<file path="src/hdl/int32_to_decimal_ascii_core_assert.svh">
// assertion macros used by the int32_to_decimal_ascii_core rtl
// each macro expects clk and arst_n in the scope where it is used
`ifndef INT32_TO_DECIMAL_ASCII_CORE_ASSERT_SVH
`define INT32_TO_DECIMAL_ASCII_CORE_ASSERT_SVH

// condition holds at every edge out of reset
`define I2D_ASSERT_ALWAYS(lbl, cond, msg) \
	lbl: assert property (@(posedge clk) disable iff (!arst_n) (cond)) else $error(msg);

// consequent holds in the same cycle as the antecedent
`define I2D_ASSERT_IMPL(lbl, ante, cons, msg) \
	lbl: assert property (@(posedge clk) disable iff (!arst_n) (ante) |-> (cons)) \
		else $error(msg);

// consequent holds in the cycle after the antecedent
`define I2D_ASSERT_NEXT(lbl, ante, cons, msg) \
	lbl: assert property (@(posedge clk) disable iff (!arst_n) (ante) |=> (cons)) \
		else $error(msg);

`endif

</file>
<file path="src/hdl/i2d_pkg.sv">
// shared types, constants and helpers of the int32_to_decimal_ascii_core
// no dependencies
package i2d_pkg;

	// operand and digit register sizes
	localparam int BIN_W      = 32;
	localparam int MAX_DIGITS = 10;
	localparam int CNT_W      = $clog2(BIN_W);
	localparam int IDX_W      = (MAX_DIGITS > 1) ? $clog2(MAX_DIGITS) : 1;
	localparam int CHAR_W     = 8;

	// queue between front and back
	localparam int FIFO_DEPTH = 2;
	localparam int FIFO_PTR_W = (FIFO_DEPTH > 1) ? $clog2(FIFO_DEPTH) : 1;
	localparam int FIFO_CNT_W = $clog2(FIFO_DEPTH + 1);

	// character codes
	localparam logic [CHAR_W-1:0] ASCII_ZERO  = 8'd48;
	localparam logic [CHAR_W-1:0] ASCII_NINE  = 8'd57;
	localparam logic [CHAR_W-1:0] ASCII_MINUS = 8'd45;

	typedef logic [MAX_DIGITS-1:0][3:0] digits_t;

	// classified item handed from front to back
	typedef struct packed {
		logic             neg;
		logic [BIN_W-1:0] mag;
	} i2d_item_t;

	// index of the highest nonzero digit, zero when all digits are zero
	function automatic logic [IDX_W-1:0] i2d_top_digit(input digits_t d);
		logic [IDX_W-1:0] top;
		top = '0;
		for (int i = 0; i < MAX_DIGITS; i++) begin
			if (d[i] != 4'd0)
				top = IDX_W'(i);
		end
		return top;
	endfunction

endpackage

</file>
<file path="src/hdl/i2d_fifo.sv">
// short register queue between the front and back of the converter
// depends on i2d_pkg
module i2d_fifo
	import i2d_pkg::*;
(
	input  logic      clk,
	input  logic      arst_n,
	input  logic      push,
	input  i2d_item_t push_item,
	output logic      full,
	input  logic      pop,
	output logic      pop_valid,
	output i2d_item_t pop_item
);

	i2d_item_t             mem_q [FIFO_DEPTH];
	logic [FIFO_PTR_W-1:0] wr_ptr_q;
	logic [FIFO_PTR_W-1:0] rd_ptr_q;
	logic [FIFO_CNT_W-1:0] count_q;

	assign full      = (count_q == FIFO_CNT_W'(FIFO_DEPTH));
	assign pop_valid = (count_q != '0);
	assign pop_item  = mem_q[rd_ptr_q];

	function automatic logic [FIFO_PTR_W-1:0] ptr_next(input logic [FIFO_PTR_W-1:0] p);
		return (p == FIFO_PTR_W'(FIFO_DEPTH - 1)) ? '0 : p + 1'b1;
	endfunction

	// pointers and fill count
	always_ff @(posedge clk or negedge arst_n) begin
		if (!arst_n) begin
			wr_ptr_q <= '0;
			rd_ptr_q <= '0;
			count_q  <= '0;
		end else begin
			if (push)
				wr_ptr_q <= ptr_next(wr_ptr_q);
			if (pop)
				rd_ptr_q <= ptr_next(rd_ptr_q);
			if (push && !pop)
				count_q <= count_q + 1'b1;
			else if (pop && !push)
				count_q <= count_q - 1'b1;
		end
	end

	// entry storage
	always_ff @(posedge clk) begin
		if (push)
			mem_q[wr_ptr_q] <= push_item;
	end

endmodule

</file>
<file path="src/hdl/i2d_front.sv">
// input side: takes a transaction, resolves the sign and forms the magnitude
// depends on i2d_pkg, feeds i2d_fifo
module i2d_front
	import i2d_pkg::*;
(
	input  logic             s_axis_tvalid,
	output logic             s_axis_tready,
	input  logic [BIN_W-1:0] s_axis_tdata,
	input  logic             s_axis_tuser,
	input  logic             q_full,
	output logic             push,
	output i2d_item_t        push_item
);

	logic neg;

	// signed mode with the top bit set means a negative value
	assign neg = s_axis_tuser & s_axis_tdata[BIN_W-1];

	assign s_axis_tready = !q_full;
	assign push          = s_axis_tvalid && !q_full;

	// magnitude wraps so that the most negative value stays as its pattern
	assign push_item.neg = neg;
	assign push_item.mag = neg ? (BIN_W'(0) - s_axis_tdata) : s_axis_tdata;

endmodule

</file>
<file path="src/hdl/i2d_back.sv">
// back side: shift-and-add-3 conversion, then one character per transaction
// depends on i2d_pkg and int32_to_decimal_ascii_core_assert.svh
`include "int32_to_decimal_ascii_core_assert.svh"

module i2d_back
	import i2d_pkg::*;
(
	input  logic              clk,
	input  logic              arst_n,
	input  logic              q_valid,
	input  i2d_item_t         q_item,
	output logic              pop,
	output logic              m_axis_tvalid,
	input  logic              m_axis_tready,
	output logic [CHAR_W-1:0] m_axis_tdata,
	output logic              m_axis_tlast
);

	localparam logic [1:0] ST_IDLE = 2'd0;
	localparam logic [1:0] ST_CONV = 2'd1;
	localparam logic [1:0] ST_SCAN = 2'd2;
	localparam logic [1:0] ST_EMIT = 2'd3;

	logic [1:0]              state_q;
	logic [CNT_W-1:0]        cnt_q;
	logic                    sign_q;
	logic                    out_valid_q;
	logic [BIN_W-1:0]        bin_q;
	digits_t                 bcd_q;
	digits_t                 bcd_adj;
	logic [4*MAX_DIGITS-1:0] bcd_adj_flat;
	logic [IDX_W-1:0]        idx_q;
	logic [CHAR_W-1:0]       out_data_q;
	logic                    out_last_q;
	logic                    out_free;
	logic                    emit;
	logic [CHAR_W-1:0]       digit_char;

	assign pop      = (state_q == ST_IDLE) && q_valid;
	assign out_free = !out_valid_q || m_axis_tready;
	assign emit     = (state_q == ST_EMIT) && out_free;

	assign digit_char = ASCII_ZERO + CHAR_W'(bcd_q[idx_q]);

	// add 3 to every digit of 5 or more before the shift
	always_comb begin
		for (int i = 0; i < MAX_DIGITS; i++)
			bcd_adj[i] = (bcd_q[i] >= 4'd5) ? bcd_q[i] + 4'd3 : bcd_q[i];
	end

	// adjusted digits as one flat vector for the shift
	assign bcd_adj_flat = bcd_adj;

	// sequencer and output valid
	always_ff @(posedge clk or negedge arst_n) begin
		if (!arst_n) begin
			state_q     <= ST_IDLE;
			cnt_q       <= '0;
			sign_q      <= 1'b0;
			out_valid_q <= 1'b0;
		end else begin
			if (emit)
				out_valid_q <= 1'b1;
			else if (m_axis_tready)
				out_valid_q <= 1'b0;
			case (state_q)
				ST_IDLE: begin
					if (q_valid) begin
						sign_q  <= q_item.neg;
						cnt_q   <= '0;
						state_q <= ST_CONV;
					end
				end
				ST_CONV: begin
					cnt_q <= cnt_q + 1'b1;
					if (cnt_q == CNT_W'(BIN_W - 1))
						state_q <= ST_SCAN;
				end
				ST_SCAN: begin
					state_q <= ST_EMIT;
				end
				ST_EMIT: begin
					if (out_free) begin
						if (sign_q)
							sign_q <= 1'b0;
						else if (idx_q == '0)
							state_q <= ST_IDLE;
					end
				end
				default: begin
					state_q <= ST_IDLE;
				end
			endcase
		end
	end

	// datapath: binary shifter, digit register, digit index, output data
	always_ff @(posedge clk) begin
		if (pop) begin
			bin_q <= q_item.mag;
			bcd_q <= '0;
		end else if (state_q == ST_CONV) begin
			bin_q <= bin_q << 1;
			bcd_q <= {bcd_adj_flat[4*MAX_DIGITS-2:0], bin_q[BIN_W-1]};
		end
		if (state_q == ST_SCAN)
			idx_q <= i2d_top_digit(bcd_q);
		else if (emit && !sign_q && idx_q != '0)
			idx_q <= idx_q - 1'b1;
		if (emit) begin
			out_data_q <= sign_q ? ASCII_MINUS : digit_char;
			out_last_q <= !sign_q && (idx_q == '0);
		end
	end

	assign m_axis_tvalid = out_valid_q;
	assign m_axis_tdata  = out_data_q;
	assign m_axis_tlast  = out_last_q;

	// checks on sequencing and emitted characters
	`I2D_ASSERT_IMPL(a_minus_not_last, out_valid_q && out_data_q == ASCII_MINUS, !out_last_q, "minus sign flagged as last")
	`I2D_ASSERT_IMPL(a_char_range, out_valid_q, out_data_q == ASCII_MINUS || (out_data_q >= ASCII_ZERO && out_data_q <= ASCII_NINE), "character outside minus and digits")
	`I2D_ASSERT_IMPL(a_idle_no_sign, state_q == ST_IDLE, !sign_q, "sign still owed between items")
	`I2D_ASSERT_NEXT(a_conv_runs, state_q == ST_CONV && cnt_q != CNT_W'(BIN_W - 1), state_q == ST_CONV, "conversion left early")

endmodule

</file>
<file path="src/hdl/int32_to_decimal_ascii_core.sv">
// Converts a 32-bit value, unsigned or two's complement as selected by s_axis_tuser, into its
// decimal ASCII characters, most significant first, leading zeros dropped, a leading '-' for
// negative signed values, and m_axis_tlast on the final digit; zero prints as one '0'. The
// front accepts a transaction whenever its two-entry queue has room. The back takes one item
// at a time: a load step, a shift-and-add-3 pass over all 32 bits in the digit register, a
// scan for the top digit, then one character per cycle while the output is not stalled.
// depends on i2d_pkg, i2d_fifo, i2d_front, i2d_back
module int32_to_decimal_ascii_core
	import i2d_pkg::*;
(
	input  logic              clk,
	input  logic              arst_n,
	input  logic              s_axis_tvalid,
	output logic              s_axis_tready,
	input  logic [BIN_W-1:0]  s_axis_tdata,   // [31:0] value
	input  logic              s_axis_tuser,   // [0] func: 1 = signed
	output logic              m_axis_tvalid,
	input  logic              m_axis_tready,
	output logic [CHAR_W-1:0] m_axis_tdata,   // [7:0] char_code
	output logic              m_axis_tlast
);

	logic      q_full;
	logic      push;
	i2d_item_t push_item;
	logic      pop;
	logic      q_valid;
	i2d_item_t q_item;

	// sign resolution and input handshake
	i2d_front u_front (
		.s_axis_tvalid (s_axis_tvalid),
		.s_axis_tready (s_axis_tready),
		.s_axis_tdata  (s_axis_tdata),
		.s_axis_tuser  (s_axis_tuser),
		.q_full        (q_full),
		.push          (push),
		.push_item     (push_item)
	);

	// decoupling queue
	i2d_fifo u_fifo (
		.clk       (clk),
		.arst_n    (arst_n),
		.push      (push),
		.push_item (push_item),
		.full      (q_full),
		.pop       (pop),
		.pop_valid (q_valid),
		.pop_item  (q_item)
	);

	// conversion and character output
	i2d_back u_back (
		.clk           (clk),
		.arst_n        (arst_n),
		.q_valid       (q_valid),
		.q_item        (q_item),
		.pop           (pop),
		.m_axis_tvalid (m_axis_tvalid),
		.m_axis_tready (m_axis_tready),
		.m_axis_tdata  (m_axis_tdata),
		.m_axis_tlast  (m_axis_tlast)
	);

endmodule
</file>
<file path="config.mk">
export PLATFORM = sky130hd
export DESIGN_NAME = int32_to_decimal_ascii_core
export DESIGN_NICKNAME = d
export VERILOG_FILES = /design/src/hdl/i2d_pkg.sv /design/src/hdl/i2d_fifo.sv /design/src/hdl/i2d_front.sv /design/src/hdl/i2d_back.sv /design/src/hdl/int32_to_decimal_ascii_core.sv
export VERILOG_INCLUDE_DIRS = /design/src /design/src/hdl
export SDC_FILE = /design/constraint.sdc
export NUM_CORES = 1
export LEC_CHECK = 0
export ABC_AREA = 1
export ABC_CLOCK_PERIOD_IN_PS = 2300
export BUFFER_PORTS_ARGS = -buffer_cell sky130_fd_sc_hd__buf_2
export CAP_MARGIN = 20
export CORE_UTILIZATION = 45
export DETAILED_ROUTE_END_ITERATION = 8
export PLACE_DENSITY = 0.62
export RECOVER_POWER = 50
export SKIP_LAST_GASP = 1
export SLEW_MARGIN = 20
export SYNTH_ARGS = -nofsm -noshare
export SYNTH_HDL_FRONTEND = slang
export SYNTH_SLANG_ARGS = --single-unit
export TNS_END_PERCENT = 20
</file>
<file path="constraint.sdc">
create_clock -name clk -period 2.3 [get_ports clk]
set_input_delay 0.345 -clock clk [delete_from_list [all_inputs] [get_ports clk]]
set_output_delay 0.345 -clock clk [all_outputs]
set_load 0.005 [all_outputs]
</file>
# Word level (Yosys, flattened, before mapping)
# Memory sizes are Yosys's and may differ from the RTL's.
# Cells that the tools add are included.
# Widths: inputs -> output; s select.
# word_totals
reg_bits,98
mem_bits_rw,66
inputBits,37
output_inout_bits,11
n_memories,1
# op_classes
add_sub_neg,18
order_cmp,11
eq_ne,10
muxes,45
bitwise_logic,1
reduce_logical,36
# mem_list
memory,depth,width,rd,rd_clocked_by_memory_dff,write_ports,line,rtl
u_fifo.mem_q,2,33,1,0,1,i2d_fifo.sv:16,i2d_item_t mem_q [FIFO_DEPTH];
# ops
op,count
$mux 32,3
$mux 4,14
$ge 4x3->1 const B,10
$reduce_bool 4->1,10
$add 4x2->4 const B,9
$sub 1x32->32 const A,1
$mux 2,9
$bmux 4 s4,1
$mux 3,5
$reduce_bool 2->1,7
$pmux 5 s2,1
$mux 1,9
$logic_and 1x1->1,8
$pmux 2 s4,1
$add 6x4->7 const A,1
$eq 2x2->1 const B,3
$ne 2x1->1 const B,3
$add 5x1->5 const B,1
$eq 5x5->1 const B,1
$logic_not 1->1,5
$lt 4x5->1 const B,1
$mux 5,1
$reduce_and 5->1,1
$logic_not 4->1,1
other kinds (13),15

# Longest topological paths before layout
# Gate-level depths: netlist of the first run.
# logic_depth
word_depth,11
ltp_mapped,12
ltp_nobuf,12

# Cells and area by module
# From an unflattened synthesis of the first run, not the netlist that was laid out.
# unflattened
cells_unflattened,982
area_unflattened_um2,8874.8
# modules_own_cells
module,instances,cells_each,area_each_um2
i2d_back,1,622,5071.1
i2d_fifo,1,128,2740.1
i2d_front,1,232,1063.5

# Worst setup path before layout of the first run
# Ideal clock, no wire load.
# synth_timing
path_type,flip-flop to flip-flop
start,reg u_fifo.count_q[0]
end,"mem u_fifo.mem_q[1][0] (netlist name), enable pin"
t_arrival_ps,2095
setup_slack_ps,-220
stages_incl_launch_ff,5
path_buffers,0
synth_period_minus_slack_ps,2520
cell_sequence,dfrtp_1 -> inv_1 -> nand2_1 -> nand2_1 -> nor2_1
# synth_via
elab_chain_len,5
# synth_lines
element,line,rtl
from (decl),i2d_fifo.sv:19,logic [FIFO_CNT_W-1:0] count_q;
from (signal assigned),i2d_fifo.sv:41,count_q <= count_q + 1'b1;
from (signal assigned),i2d_fifo.sv:43,count_q <= count_q - 1'b1;
$eq 2x2->1,i2d_fifo.sv:21,assign full = (count_q == FIFO_CNT_W'(FIFO_DEPTH));
$logic_not 1->1,n/a,
named net s_axis_tready,int32_to_decimal_ascii_core.sv:14,"output logic s_axis_tready,"
$logic_and 1x1->1,i2d_front.sv:21,assign push = s_axis_tvalid && !q_full;
$mux 1,i2d_fifo.sv:49,if (push)
$mux 1 (implied by the code),i2d_fifo.sv:50,mem_q[wr_ptr_q] <= push_item;
to (decl),i2d_fifo.sv:16,
# The timed path passes the listed nets, and every way through them passes these cells.

# Worst setup path after layout of the first run
# layout_timing
start,reg u_fifo.count_q[0]
end,"mem u_fifo.mem_q[0][26] (netlist name), enable pin"
# layout_via
elab_chain_len,5
# layout_lines
element,line
$eq 2x2->1,i2d_fifo.sv:21
$logic_not 1->1,i2d_front.sv:21
$logic_and 1x1->1,i2d_front.sv:21
$mux 1,i2d_fifo.sv:49
$mux 1 (implied by the code),i2d_fifo.sv:50
# No other way between the ends.

==> results of run 1 <==
timing repair:
item | in CTS | in global routing
setup buffers | 0 | 0
hold buffers | 1 | 0
endpoints found under the hold margin | 13 | 0
registers in the layout (all words and copies together), names as in the netlist:
register and count:
u_back.m_axis_tvalid 1, u_back.sign_q 1, u_fifo.mem_q 66, u_back.state_q 2
u_back.idx_q 4, u_back.m_axis_tdata 5, u_back.bcd_q 40, u_fifo.wr_ptr_q 1
u_back.cnt_q 5, u_back.m_axis_tlast 1, u_fifo.rd_ptr_q 1, u_fifo.count_q 2
u_back.bin_q 32
placed cells by master, fill, tap and decap left out, drive strengths merged, types with 2 or more instances in the layout:
cell type / instances
buf: 51
o31ai: 5
o32ai: 6
inv: 114
nand4: 6
nand2: 180
a22oi: 2
o21ai: 81
a21oi: 55
a32o: 3
nor4: 2
ha: 29
nand3: 51
conb: 3
dfrtp: 13
nor2: 97
dfxtp: 40
xnor2: 6
clkbuf: 30
edfxtp: 108
a31oi: 33
xor2: 30
and2: 2
nor3: 7
o211ai: 8
clkinv: 6
o22ai: 12
routing by layer:
metal	wire length [um]	vias to the layer above	share of wire, %
met2	8360	119	47
li1	-	3252	-
met5	0	-	0
met1	8540	3014	48
met4	229	0	1.3
met3	714	23	4.0
final cells by class:
class | instances | area (sq um) | area share [%]
clock buffers | 17 | 425 | 4.57
clock inverters | 15 | 144 | 1.55
inverters | 107 | 402 | 4.32
multi-input cells | 622 | 3290 | 35.4
flip-flops and latches | 161 | 4370 | 46.9
well taps | 229 | 287 | 3.08
repair buffers | 65 | 387 | 4.15
where the power goes:
part           internal (uW)  switching [uW]
sequential              4500             513
combinational           1700            3380
clock                   1520            1230
total                   7720            5120
logic make-up (layout without fill, tap and decap cells):
group	Yosys count	count (layout)	synth area share [%]
buf+inv	141	204	6.92
simple gates	347	347	17.2
flops	161	161	53.1
compound gates	207	207	14.4
other cells	2	3	0.0913
fa+ha+maj	29	29	4.41
xor+xnor	36	36	3.83
through the flow:
stage / hold slack, ns / worst slack [ns] / utilization (%) / instance area [sq um] / power (uW)
floorplan: 0.0494 / -0.203 / - / 8230 / 8630
global placement: 0.260 / 0.476 / 48.8 / 8770 / 10100
detailed placement: 0.255 / 0.459 / 48.8 / 8770 / 10200
CTS: 0.102 / 0.480 / 52.1 / 9350 / 13000
global route: 0.133 / 0.154 / 51.8 / 9310 / 13900
finish: 0.146 / 0.333 / 51.8 / 9310 / 12800
worst max-delay path by stage:
stage                            from                   to  slack [ns]  depth (start not counted)
CTS                 u_back.state_q[0]     u_back.bin_q[26]        0.48                          7
global route        u_fifo.count_q[0]  u_fifo.mem_q[1][27]        0.15                          5
detailed placement    s_axis_tdata[0]  u_fifo.mem_q[0][26]        0.46                         10
floorplan           u_fifo.count_q[0]   u_fifo.mem_q[0][0]       -0.20                          4
finish              u_fifo.count_q[0]  u_fifo.mem_q[0][26]        0.33                          5
global placement      s_axis_tdata[0]  u_fifo.mem_q[0][26]        0.48                         10
==> impl_metrics.yaml, run 1 <==
global_routing:
  first_global_vias: 5988
  grt_max_degree: 64
  grt_use_met2_pct: 33.2
  use_met1_pct: 26.6
  busiest_layer: "met2"
  grt_overflow: 0
  grt_usage_pct: 20.2
  grt_pass1_wl_um: 29100
  antenna_found_initial: 0
  grt_use_met3_pct: 4.45
synthesis:
  synth_top_area_cell: "edfxtp_1"
  synth_enable_flop_cells: 108
  netlist_area_sq_mm: 0.00823
  ys_warn_count: 0
  yosys_register_bits: 161
  synthCells: 923
  avgSynthCellArea_sq_um: 8.91
  synth_area_leaders: "edfxtp_1 39%, dfxtp_1 9.7%, nand2_1 8.2%"
  synthMostInstantiatedCell: "nand2_1"
  synthTopCellsByCount: "179 x nand2_1, 108 x edfxtp_1, 101 x inv_1"
  ys.flop_type: "edfxtp_1"
  async_reset_ff_share_pct: 8.07
  ys_types: 39
  synth_top_area_share_pct: 39.4
  ys_seq_area_share_pct: 53.1
clock_network:
  max-clock-path-buffers: 2
  insertion_delay_ns: 0.43
  clk_pin_slew_ns: 0.07
  cts-root-buf: "clkbuf_16"
  cts_tree: "yes"
  cts_resized: 0
  clkSinkCount: 161
  cts_made_buffers: 17
  htree_levels: 4
sta:
  max_freq_mhz: 508
  hold_viol_final: 0
  worst_pin_slew_ns: 0.950
  slew_headroom_pct: 36.7
  slew_viol_final: 0
  period_share_pct: 85.5
  skew_ns: 0.0105
  period_minus_slack_ns: 1.97
  setup_tns_ns: 0
  setup_violations: 0
  rsz0062_at_grt: "false"
setup_path:
  critPathKind: "reg2reg"
  reg2regPathDepth: 5
  r2r-start: "u_fifo.count_q[0]"
  crit_top_cell: "nand2_1"
  worst-path-buf-inv: 2
  arrival_ns: 2.01
  required_ns: 2.34
  rr_endpoint: "u_fifo.mem_q[0][26]"
  endpoint_kind: "flip-flop"
  cp-start-kind: "flip-flop"
  ff2ff_setup_slack_ns: 0.33
  cp_cell_sequence: "inv_1 -> nand2_1 -> nand2_1 -> nor2_2 -> clkbuf_2"
  critPathTopFamily: "buffers and inverters"
  slowest_stage: "clkbuf_2"
  cp_slowest_stage_delay_ns: 0.72
  critPathMaxFanout: 33
placed_design:
  place.gp.congestion: 0.877
  portBuffers: 44
  placed_cells: 1183
  dp_hpwl_um: 12300
floorplan:
  start_util_pct: 45.8
  core_area_sq_mm: 0.0180
  ios: 48
  rows: 49
  die_area_sq_mm: 0.0188
  die_y_um: 137
  die_x_um: 137
hold_path:
  min_to: "u_fifo.mem_q[0][0]"
  hold_depth: 1
  hp-class: "in2reg"
  hp-start: "s_axis_tdata[0]"
route:
  drc: 0
  vias_per_cell: 5.27
  antenna_left: 0
  wire_per_inst_um: 14.7
  drtIter0Drc: 440
  drt_wl_total_um: 17800
  dr_total_vias: 6408
  first_pass_iters: 7
cells_and_area:
  final.fill_count: 1732
  nNetsFinal: 1040
  antenna_cells: 0
  areaGrowthSynthToFinish_pct: 13.1
  drive_above_1_share_pct: 9.52
  final_cells: 1216
pwr:
  ir_drop_v: 0.000675
  power_density_mw_per_mm2: 1380
  p_leak_uw: 0.00373
run:
  maxCapViolations: 0
outcome:
  outcome: "completed"
Note: power is estimated with default switching activity, not from simulation.
==> run 2, diff against run 1 <==
--- a/config.mk
+++ b/config.mk
@@ -10,6 +10,7 @@
 export ABC_CLOCK_PERIOD_IN_PS = 2300
 export BUFFER_PORTS_ARGS = -buffer_cell sky130_fd_sc_hd__buf_2
 export CAP_MARGIN = 20
+export CORE_MARGIN = 3
 export CORE_UTILIZATION = 45
 export DETAILED_ROUTE_END_ITERATION = 8
 export PLACE_DENSITY = 0.62
==> impl_metrics.yaml, run 2 (synthesis gave the netlist of run 1 again) <==
clock_network:
  clk_pin_slew_ns: 0.07
  cts_made_buffers: 17
  insertion_delay_ns: 0.44
  htree_levels: 4
  cts_setup_buffers: 0
  cts_tree: "yes"
  max-clock-path-buffers: 2
  cts-root-buf: "clkbuf_16"
  clkSinkCount: 161
placed_design:
  placed_cells: 1180
  placed_cell_area_sq_mm: 0.00875
  portBuffers: 44
  dp_hpwl_um: 12400
  place.gp.congestion: 0.914
cells_and_area:
  nNetsFinal: 1041
  final-seq-area_sq_mm: 0.00437
  fin_util_pct: 53.1
  final_cells: 1213
  final_cell_mix: "179 x nand2_1, 108 x edfxtp_1, 102 x inv_1"
  final_common_cell: "nand2_1"
  areaGrowthSynthToFinish_pct: 13.6
  antenna_cells: 0
  final.fill_count: 1620
  largest_reg_flops: 66
  top_register: "u_fifo.mem_q"
  multi_input_area_sq_mm: 0.00329
  stdcell_area_sq_mm: 0.00934
  drive_above_1_share_pct: 9.51
  reg_top3: "u_fifo.mem_q x66, u_back.bcd_q x40, u_back.bin_q x32"
pwr:
  p_leak_uw: 0.00375
  switching_share_pct: 40.8
  power_density_mw_per_mm2: 1380
  internal_power_uw: 7640
  pwr-share-comb_pct: 39.2
  seq_power_share_pct: 38.8
  power_switching_uw: 5260
  pwr-share-clk_pct: 22.0
  ir_drop_v: 0.000649
sta:
  max_freq_mhz: 524
  setup_violations: 0
  period_share_pct: 82.9
  hold_viol_final: 0
  rsz0062_at_grt: "false"
  slew_headroom_pct: 50.8
  setup_tns_ns: 0
  skew_ns: 0.00729
  slew_viol_final: 0
  worst_pin_slew_ns: 0.737
  period_minus_slack_ns: 1.91
global_routing:
  grt_pass1_wl_um: 29700
  grt_usage_pct: 18.7
  busiest_layer: "met2"
  grt_use_met3_pct: 4.61
  grt_overflow: 0
  grt_max_degree: 73
  antenna_found_initial: 0
  grt_use_met2_pct: 31.3
  first_global_vias: 6194
  use_met1_pct: 24.1
route:
  drc: 0
  first_pass_iters: 6
  wire_per_inst_um: 14.7
  drtIter0Drc: 588
  antenna_left: 0
  dr_total_vias: 6368
  drt_wl_total_um: 17800
  vias_per_cell: 5.25
setup_path:
  startpoint: "u_back.idx_q[0]"
  worst-path-buf-inv: 2
  critPathKind: "reg2reg"
  cp_slowest_stage_delay_ns: 0.57
  crit_top_cell: "nand3_1"
  critPathTopFamily: "buffers and inverters"
  slowest_stage: "clkbuf_1"
  critPathMaxFanout: 20
  r2r-start: "u_back.idx_q[0]"
  required_ns: 2.47
  cp_cell_sequence: "inv_1 -> clkbuf_1 -> a21oi_1 -> o21ai_0 -> nand3_1 -> nand3_1 -> o211ai_1"
  arrival_ns: 2.08
  endpoint_kind: "flip-flop"
  cp-start-kind: "flip-flop"
floorplan:
  die_y_um: 141
  die_x_um: 141
  ios: 48
  die_area_sq_mm: 0.0199
  core_area_sq_mm: 0.0176
  start_util_pct: 46.7
  rows: 48
hold_path:
  hp-class: "in2reg"
  hp-start: "s_axis_tdata[0]"
run:
  maxCapViolations: 0
outcome:
  outcome: "completed"
-- run 2: cell types whose count changed in the layout (fill, tap and decap cells not counted), moves of 2 or more --
cell / before / now
buf_2: 33 / 35
clkinv_2: 2 / 0
clkinv_8: 0 / 5
inv_6: 7 / 2
inv_8: 2 / 6
-- run 2: area by class of cell --
type / instances / share of cell area, %
timing repair buffer: 66 / 4.15
clock inverter: 15 / 1.97
inverter: 107 / 4.30
clock buffer: 17 / 4.55
tap: 225 / 3.01
sequential: 161 / 46.8
multi-input combinational: 622 / 35.2
-- run 2: power groups by stage --
stage | Combinational (uW) | Sequential, uW | Clock [uW]
global placement | 5080 | 5040 | 0
global route | 5790 | 5120 | 3030
floorplan | 3720 | 4910 | 0
detailed placement | 5110 | 5050 | 0
CTS | 5140 | 5000 | 2900
finish | 5060 | 5000 | 2830
-- run 2: metal layers --
| layer | part of all wire, % | routed length (um) |
|---|---|---|
| met2 | 48 | 8530 |
| met5 | 0 | 0 |
| met3 | 4.8 | 862 |
| met1 | 46 | 8170 |
| met4 | 1.5 | 260 |
-- run 2: path summary, 6_finish.rpt --
check / to / slack (ns) / cells after the start
worst max-delay path: u_back.m_axis_tdata[0] / 0.39 / 7
worst min-delay path: u_fifo.mem_q[0][0] / 0.14 / 1
worst max register to register: u_back.m_axis_tdata[0] / 0.39 / 7
worst min register to register: u_back.bcd_q[0] / 0.48 / 2
max in group asynchronous: u_back.cnt_q[1] / 1.38 / 2
min in group asynchronous: u_fifo.wr_ptr_q / 0.47 / 2
-- run 2: stage by stage --
stage / hold WS, ns / worst slack, ns / total power, uW
final: 0.144 / 0.393 / 12900
after detailed placement: 0.250 / 0.468 / 10200
after global placement: 0.254 / 0.474 / 10100
after global routing: 0.134 / 0.195 / 13900
after CTS: 0.0875 / 0.499 / 13000
after floorplan: 0.0494 / -0.203 / 8630
-- run 2: what timing repair did --
item | CTS | global route
endpoints found under the setup margin | 0 | 0
gates resized for setup | 0 | 0
hold endpoints to repair | 13 | 0
hold buffers | 1 | 0
==> run 3, diff against run 2 <==
--- a/config.mk
+++ b/config.mk
@@ -6,8 +6,8 @@
 export SDC_FILE = /design/constraint.sdc
 export NUM_CORES = 1
 export LEC_CHECK = 0
-export ABC_AREA = 1
-export ABC_CLOCK_PERIOD_IN_PS = 2300
+export ABC_AREA = 0
+export ABC_CLOCK_PERIOD_IN_PS = 1610
 export BUFFER_PORTS_ARGS = -buffer_cell sky130_fd_sc_hd__buf_2
 export CAP_MARGIN = 20
 export CORE_MARGIN = 3
==> constraint.sdc (replaced) <==
create_clock -name clk -period 1.61 [get_ports clk]
set_input_delay 0.2415 -clock clk [delete_from_list [all_inputs] [get_ports clk]]
set_output_delay 0.2415 -clock clk [all_outputs]
set_load 0.005 [all_outputs]
==> impl_metrics.yaml, run 3 <==
placed_design:
  place.gp.congestion: 0.838
  dp_slack_ns: -0.498
  portBuffers: 44
  dp_hpwl_um: 11000
run:
  maxCapViolations: 0
pwr:
  power_switching_uw: 5270
  seq_power_share_pct: 41.7
  ir_drop_v: 0.000898
  pwr-share-clk_pct: 25.3
  internal_power_uw: 10400
  p_leak_uw: 0.00387
  power_density_mw_per_mm2: 1590
  pwr-share-comb_pct: 33.0
  switching_share_pct: 33.7
sta:
  period_share_pct: 103
  period_minus_slack_ns: 1.66
  slew_viol_final: 0
  fin_ws_ns: -0.0487
  hold_viol_final: 0
  skew_ns: 0.0125
  max_freq_mhz: 603
  setup_violations: 27
  worst_pin_slew_ns: 0.727
  setup_tns_ns: -0.762
  slew_headroom_pct: 51.5
  rsz0062_at_grt: "true"
setup_path:
  arrival_ns: 1.83
  cp-start-kind: "input pin"
  critPathKind: "in2reg"
  critPathMaxFanout: 9
  r2r-start: "u_back.state_q[1]"
  ff2ff_setup_slack_ns: -0.01
  required_ns: 1.78
  rr_endpoint: "u_fifo.count_q[1]"
  reg2regPathDepth: 8
  endpoint_kind: "flip-flop"
floorplan:
  die_x_um: 140
  rows: 48
  core_area_sq_mm: 0.0174
  start_util_pct: 46.4
  ios: 48
  die_y_um: 140
  die_area_sq_mm: 0.0196
synthesis:
  ys_types: 47
  synth_top_area_share_pct: 40.1
  synthMuxAreaShare_pct: 8.94
  synth_fa_ha_area_share_pct: 4.49
  synthCells: 725
  ys.flop_type: "edfxtp_1"
  async_reset_ff_share_pct: 8.07
  netlist_area_sq_mm: 0.00809
  synth_top_family_by_area: "simple AND/OR/NAND/NOR gates"
  synthMostInstantiatedCell: "edfxtp_1"
  ys_warn_count: 0
  ys_seq_area_share_pct: 54.0
  synth_enable_flop_cells: 108
  yosys_register_bits: 161
  avgSynthCellArea_sq_um: 11.2
  synthXorXnorAreaFrac_pct: 5.96
  synthTopCellsByCount: "108 x edfxtp_1, 74 x nand2_1, 64 x o21ai_0"
  synth_top_area_cell: "edfxtp_1"
  synth_compound_area_share_pct: 11.1
  synth_area_leaders: "edfxtp_1 40%, dfxtp_1 9.9%, mux2i_1 6.4%"
  yosys.area_share.simple_pct: 12.2
cells_and_area:
  top_register: "u_fifo.mem_q"
  drive_above_1_share_pct: 20.8
  reg_top3: "u_fifo.mem_q x66, u_back.bcd_q x40, u_back.bin_q x32"
  areaGrowthSynthToFinish_pct: 21.3
  largest_reg_flops: 66
  antenna_cells: 0
  final_cell_mix: "108 x edfxtp_1, 74 x nand2_1, 64 x o21ai_0"
  final_common_cell: "edfxtp_1"
  nNetsFinal: 900
route:
  drc: 0
  first_pass_iters: 4
  vias_per_cell: 5.20
  drt_wl_total_um: 15600
  antenna_left: 0
  wire_per_inst_um: 14.6
  dr_total_vias: 5578
  drtIter0Drc: 347
outcome:
  outcome: "finished, violations left"
  violations: "setup timing"
clock_network:
  insertion_delay_ns: 0.42
  cts_tree: "yes"
  max-clock-path-buffers: 2
  clk_pin_slew_ns: 0.07
  cts-root-buf: "clkbuf_16"
  htree_levels: 4
  clkSinkCount: 161
  cts_made_buffers: 17
hold_path:
  hold_depth: 3
  hp-start: "m_axis_tready"
  min_to: "u_back.m_axis_tvalid"
  hp-class: "in2reg"
global_routing:
  grt_pass1_wl_um: 26200
  grt_max_degree: 48
  grt_usage_pct: 16.3
  grt_overflow: 0
  antenna_found_initial: 0
  first_global_vias: 5535
==> run 3: changes by cell type after synthesis, sizes merged, moves of 9 or more <==
cell    delta
nor2      -66
o22ai      -9
mux2i     +52
a21o       +9
nand3     -29
xor2      -14
xnor2     +33
a31oi     -26
nand2    -106
o21ai     -17
inv       -72
nand2b    +38
a21oi     -14
==> run 3: critical path, cell delays in order <==
cell	delay [ns]
buf_2	0.11
or4_4	0.55
or3_4	0.38
nor3_4	0.16
buf_12	0.14
a31oi_1	0.09
xor2_1	0.15
==> run 3: worst max path at each step <==
stage	start	cells past startpoint	end
floorplan	s_axis_tdata[10]	5	u_fifo.mem_q[0][24]
global placement	s_axis_tdata[10]	7	u_fifo.mem_q[0][24]
detailed placement	s_axis_tdata[10]	7	u_fifo.mem_q[1][24]
CTS	s_axis_tdata[10]	7	u_fifo.mem_q[1][24]
global route	s_axis_tdata[10]	7	u_fifo.mem_q[1][24]
finish	s_axis_tdata[10]	7	u_fifo.mem_q[1][24]
==> run 3: cell type report <==
cell class,count,area [sq um]
fill,1491,7600
inverter,33,126
tap,225,282
sequential,161,4370
clock buffer,18,429
timing repair buffer,123,872
multi-input combinational,498,3570
clock inverter,14,164
==> run 3: power groups by stage <==
stage | clock network [uW] | registers [uW] | logic, uW
2_1_floorplan | 0 | 6460 | 3570
6_report | 3950 | 6520 | 5150
5_1_grt | 4240 | 6630 | 5770
4_1_cts | 4050 | 6540 | 5210
3_5_place_dp | 0 | 6620 | 5200
3_3_place_gp | 0 | 6580 | 5030
==> run 3: routing by layer <==
metal,routed length (um),GRT usage (%)
met3,495,3.45
met1,7210,21.0
met4,218,5.05
met2,7720,27.7
met5,0,0
==> run 3: cell families after synthesis <==
family / after synthesis
compound gates: 151
xor+xnor: 55
simple gates: 198
fa+ha+maj: 29
mux: 62
flops: 161
other cells: 2
buf+inv: 67
==> run 3: repair_timing <==
action	CTS	global route
pin swaps	0	7
buffers inserted	0	4
hold endpoints to repair	13	0
gates resized for setup	0	16
setup endpoints to repair	21	67
hold buffers	1	0
cloned	0	0
==> run 3: metrics by stage <==
step | hold WS [ns] | instance area, sq um | total power (uW) | utilization (%) | std cells
finish | 0.124 | 9820 | 15600 | 56.4 | 1072
global route | 0.130 | 9820 | 16600 | 56.4 | 1072
CTS | 0.0967 | 9760 | 15800 | 56.0 | 1068
detailed placement | 0.155 | 9160 | 11800 | 52.6 | 1035
global placement | 0.148 | 9160 | 11600 | 52.6 | 1035
floorplan | -0.0541 | 8160 | 10000 | - | 726
